**src/design/salru_pkg.sv**
```systemverilog
// ----------------------------------------------------------------------------
// salru_pkg
// Shared types and constants of the set-associative LRU tag directory.
// ----------------------------------------------------------------------------
package salru_pkg;

  // configuration port
  localparam int CFG_W  = 4;   // widest register
  localparam int CFG_IW = 2;   // register index width

  localparam logic [CFG_IW-1:0] CFG_OFFSET_BITS = 2'd0;
  localparam logic [CFG_IW-1:0] CFG_SET_BITS    = 2'd1;
  localparam logic [CFG_IW-1:0] CFG_WAYS_IN_USE = 2'd2;

  localparam logic [CFG_W-1:0] RST_OFFSET_BITS = 4'd5;
  localparam logic [CFG_W-1:0] RST_SET_BITS    = 4'd10;
  localparam logic [CFG_W-1:0] RST_WAYS_IN_USE = 4'd1;

  // raw set index: the set width register is at most 2^CFG_W - 1
  localparam int IDXW = (1 << CFG_W) - 1;

  // access kinds
  localparam logic CMD_LOAD  = 1'b0;
  localparam logic CMD_STORE = 1'b1;

  typedef enum logic [2:0] {
    S_CLEAR,
    S_IDLE,
    S_REDUCE,
    S_READ,
    S_EVAL
  } st_t;

  // controller -> datapath
  typedef struct packed {
    logic clr;      // write a zero row, advance clear pointer
    logic capture;  // latch the beat, decode address
    logic red_step; // one set-index reduction step
    logic rd_en;    // read the set row
    logic eval;     // resolve access, write back, emit result
  } cmd_t;

  // datapath -> controller
  typedef struct packed {
    logic clr_last;
    logic red_done;
  } sts_t;

endpackage

```
**src/design/salru_ctrl.sv**
```systemverilog
// ----------------------------------------------------------------------------
// salru_ctrl
// Sequencer: clearing pass after reset, then decode, reduce, read, resolve.
// ----------------------------------------------------------------------------
module salru_ctrl
  import salru_pkg::*;
(
  input  logic clk,
  input  logic rst_n,
  input  logic start,
  input  sts_t sts,
  output cmd_t cmd,
  output logic busy
);

  st_t state_r, state_nxt;

  always_ff @(posedge clk) begin
    if (!rst_n) begin
      state_r <= S_CLEAR;
    end else begin
      state_r <= state_nxt;
    end
  end

  always_comb begin
    state_nxt = state_r;
    case (state_r)
      S_CLEAR:  if (sts.clr_last) state_nxt = S_IDLE;
      S_IDLE:   if (start) state_nxt = S_REDUCE;
      S_REDUCE: if (sts.red_done) state_nxt = S_READ;
      S_READ:   state_nxt = S_EVAL;
      S_EVAL:   state_nxt = S_IDLE;
      default:  state_nxt = S_CLEAR;
    endcase
  end

  always_comb begin
    cmd  = '0;
    busy = 1'b1;
    case (state_r)
      S_CLEAR:  cmd.clr = 1'b1;
      S_IDLE: begin
        busy        = 1'b0;
        cmd.capture = start;
      end
      S_REDUCE: cmd.red_step = 1'b1;
      S_READ:   cmd.rd_en = 1'b1;
      S_EVAL:   cmd.eval = 1'b1;
      default:  cmd = '0;
    endcase
  end

endmodule

```
**config.mk**
```make
export PLATFORM = sky130hd
export DESIGN_NAME = salru_ctrl
export DESIGN_NICKNAME = d
export VERILOG_FILES = /design/src/design/salru_pkg.sv /design/src/design/salru_ctrl.sv
export SDC_FILE = /design/constraint.sdc
export NUM_CORES = 1
export LEC_CHECK = 0
export ABC_AREA = 1
export BUFFER_PORTS_ARGS = -buffer_cell sky130_fd_sc_hd__buf_4
export CORE_AREA = 2 2 39 41
export CTS_BUF_LIST = sky130_fd_sc_hd__clkbuf_16
export DETAILED_ROUTE_END_ITERATION = 16
export DIE_AREA = 0 0 41 43
export SLEW_MARGIN = 15
export SYNTH_ARGS = -nofsm -noshare
export SYNTH_HDL_FRONTEND = slang
export SYNTH_SLANG_ARGS = --single-unit
```
**constraint.sdc**
```tcl
create_clock -name clk -period 1.89 [get_ports clk]
set_clock_uncertainty 0.15 [all_clocks]
set_input_delay 0.0945 -clock clk [delete_from_list [all_inputs] [get_ports clk]]
set_output_delay 0.0945 -clock clk [all_outputs]
set_load 0.05 [all_outputs]
```
Yosys cells after proc, flatten, opt, wreduce, memory -nomap -nowiden --
Cells that the tools add are included.
Word-level totals: input bits 5, output and inout bits 6, logic and storage cells 20, register bits after elaboration 3
Cells by class: reduce and logical (&&, ||, !) cells 2, muxes and demuxes 10, eq/ne operators 7
Operators by type and width (count):
- $pmux 3 s5 | 1
- $mux 3 | 3
- $eq 3x2->1 const B | 2
- $mux 1 | 6
- $ne 2x2->1 const B | 3
- $eq 3x1->1 const B | 1
- $eq 3x3->1 const B | 1
- $logic_not 3->1 | 1
- $reduce_and 3->1 | 1

Longest topological paths before layout --
depth after elaboration 3, gate-level depth with buffers 6, mapped depth without buffers 6

Worst setup path after synthesis --
No wires, ideal clock.
path kind flip-flop to output port, from register state_r[1], to output port cmd[3] in the netlist's numbering, path buffers 0, arrival time 1450 ps, slack 196 ps, stages on the path, launching flop included 4, path through dfxtp_1 > inv_2 > nand3_2 > nor2_1
RTL lines:
- start, declared | RTL line salru_ctrl.sv:16 | st_t state_r, state_nxt;
- start signal, assigned | RTL line salru_ctrl.sv:22 | state_r <= state_nxt;
- end, declared | RTL line salru_ctrl.sv:12 | output cmd_t cmd,

==> key figures <==
STA
  – RSZ-0062 raised after global routing: no
  – Worst slew pin tran: 193.0 ps
  – Final min period: 1330 ps
  – F_max: 0.7519 GHz
  – Max_slew headroom: 87.02%
  – Worst Slack Setup Final: 560.0 ps
  – Max Slew Vio Count: 0
  – Setup_tns: 0 ps
  – Period Utilization, post-route: 70.37%
  – Final setup vio count: 0
  – Final hold violation count: 0

Global routing
  – Initial antenna violation count: 0
  – Largest net degree at the start of global routing: 6
  – GRT Util Overall: 7.121%
  – Gr ovfl total: 0
  – Vias in the first global route: 208
  – First-pass GRT wire length: 759 um

Power
  – Total leakage power: 0.2153 nW
  – Tot Pwr: 0.0006479 W
  – Pwr/cell area: 1692 nW/um^2
  – Worst VDD drop: 0.0004110 V

Route
  – Pre-Repair DR Iteration Count: 4
  – Via density: 3.750
  – Number of remaining DRC errors: 0
  – Antenna Nets Post-Route: 0
  – Wire per inst: 7.188 um
  – Final wirelength: 460 um
  – Via count: 240
  – Initial DRC Count: 7

Yosys
  – Syn nets: 39
  – Gate Count Post-Synth: 34
  – Largest cells by area after synthesis: dfxtp_1 29%, inv_1 15%, nor2_1 13%
  – Mean post-synth cell area: 6.072 sq um
  – Area leader, netlist: dfxtp_1
  – Post-synth top area share: 29.09%
  – Seq/Total Area, Yosys: 29.09%
  – Synthesis warning total: 0
  – Synthesized flop and latch total: 3
  – Count of cell types in the netlist: 13
  – Mapped cell area: 206.4 sq um

Place
  – DP Area: 294.0 sq um
  – # port buffers: 10
  – Hpwl dp: 381.8 um
  – Dpl ws: 789.7 ps
  – Placed cell count: 59
  – Placer congestion estimate: 0.7648

Clocking
  – Worst-case clock buffer depth: 2
  – Clock-pin slew on the worst setup and hold paths: 30 ps
  – Worst skew pair latency: 220 ps
  – Setup Fix Bufs, Post-CTS: 0
  – CTS tree: yes
  – H-tree levels: 1
  – TritonCTS Buffers: 3
  – Clock sinks: 3
  – Clk root buf: clkbuf_16

Critical path
  – Worst r2r src: state_r[2]
  – Crit path required time: 1650 ps
  – Reg2Reg Depth: 6
  – Arrival @ worst endpoint: 1090 ps
  – Crit. Startpoint: state_r[0]
  – Worst Setup End Kind: primary output
  – Crit-path max FO: 4
  – Reg2Reg Setup Slack: 790 ps
  – Worst r2r dst: state_r[0]
  – Critical path type: flop to primary output
  – Setup crit start kind: flop

Layout
  – Share of cells above drive strength 1: 37.50%
  – P&R area growth vs syn: 85.45%
  – N_diodes: 0
  – Final nets: 54
  – Post-route cell area: 382.9 sq um
  – Largest Register: state_r
  – Biggest regs: state_r x3
  – Max reg flops: 3
  – Post-Layout Cell Count: 64
  – Fill cells: 161

Floorplan
  – Die Y: 43 um
  – Die width: 41 um
  – Initial Util: 14.92%
  – Placement Rows: 14
  – Core box area: 1384 sq um
  – Die area: 1763 sq um
  – I/O pin cnt: 11

Hold path
  – Worst Hold Depth: 3
  – Hold path start: start
  – Hold endpoint: state_r[1]
  – Min-Delay Path Class: input port to flop

Run
  – Max-capacitance violation count: 0

Outcome
  – Outcome: completed
metrics by stage:
| step | hold WS, ps | util (%) |
|---|---|---|
| 2_1_floorplan | 42.13 | - |
| 3_3_place_gp | 151.2 | 21.25 |
| 3_5_place_dp | 156.3 | 21.25 |
| 4_1_cts | 41.38 | 27.67 |
| 5_1_grt | 53.43 | 27.67 |
| 6_report | 34.50 | 27.67 |
cell usage in the layout, fill, tap and decap left out, types with 2 or more instances in the layout:
master / instances
buf_4: 10
inv_1: 9
nor2_1: 7
nand2_1: 4
clkbuf_16: 3
dfxtp_1: 3
inv_2: 2
nand3_2: 2
nand3_1: 2
cells in the mapped netlist:
cell,n
nor2_1,7
nand3_1,2
buf_4,1
nor2_2,1
o21bai_1,1
nor4_1,1
inv_2,2
nand2_1,4
nor3_1,1
dfxtp_1,3
nand3_2,2
inv_1,8
o21ai_0,1
kinds of logic (layout without fill, tap and decap cells):
group	Yosys count	count (layout)	share of synthesized area, %
buffers and inverters	11	25	21.82
AO/OA/AOI/OAI	2	2	6.060
AND/OR/NAND/NOR	18	18	43.03
flip-flops	3	3	29.09
report_power, final:
| part | internal [W] | switching [W] |
|---|---|---|
| logic | 0.0000706 | 0.000155 |
| registers | 0.0000756 | 0.0000146 |
| clock network | 0.000273 | 0.0000591 |
| total | 0.000419 | 0.000229 |
worst max-delay path by stage:
stage                 end  slack (ps)  cells past startpoint
2_1_floorplan      cmd[3]         200                      3
3_3_place_gp       cmd[1]         790                      3
3_5_place_dp   state_r[0]         790                      6
4_1_cts            cmd[2]         550                      4
5_1_grt            cmd[3]         490                      4
6_report           cmd[2]         560                      4
what timing repair did:
action / in CTS / in global routing
hold buffers: 1 / 0
resized for setup: 0 / 0
hold endpoints to repair: 3 / 0
critical path, cell delays in order (launching register included):
cell     delay (ps)
dfxtp_1         330
nor2_1          190
nand2_1          90
inv_1            60
buf_4           190
cell type report:
type | count | area, sq um | area share [%]
Multi-Input combinational cell | 20 | 101.3 | 26.47
Sequential cell | 3 | 60.06 | 15.69
Clock buffer | 3 | 75.07 | 19.61
Tap cell | 16 | 20.02 | 5.229
Timing Repair Buffer | 11 | 85.08 | 22.22
Clock inverter | 1 | 3.754 | 0.9804
Inverter | 10 | 37.54 | 9.804
layer usage:
layer,global-route usage (%),vias up,routed length (um)
met5,0,-,0
met1,7.692,94,196
li1,-,131,-
met2,8.125,13,185
met3,3.141,2,57
met4,10.00,0,21
No activity file was read; power rests on OpenSTA's default activity.
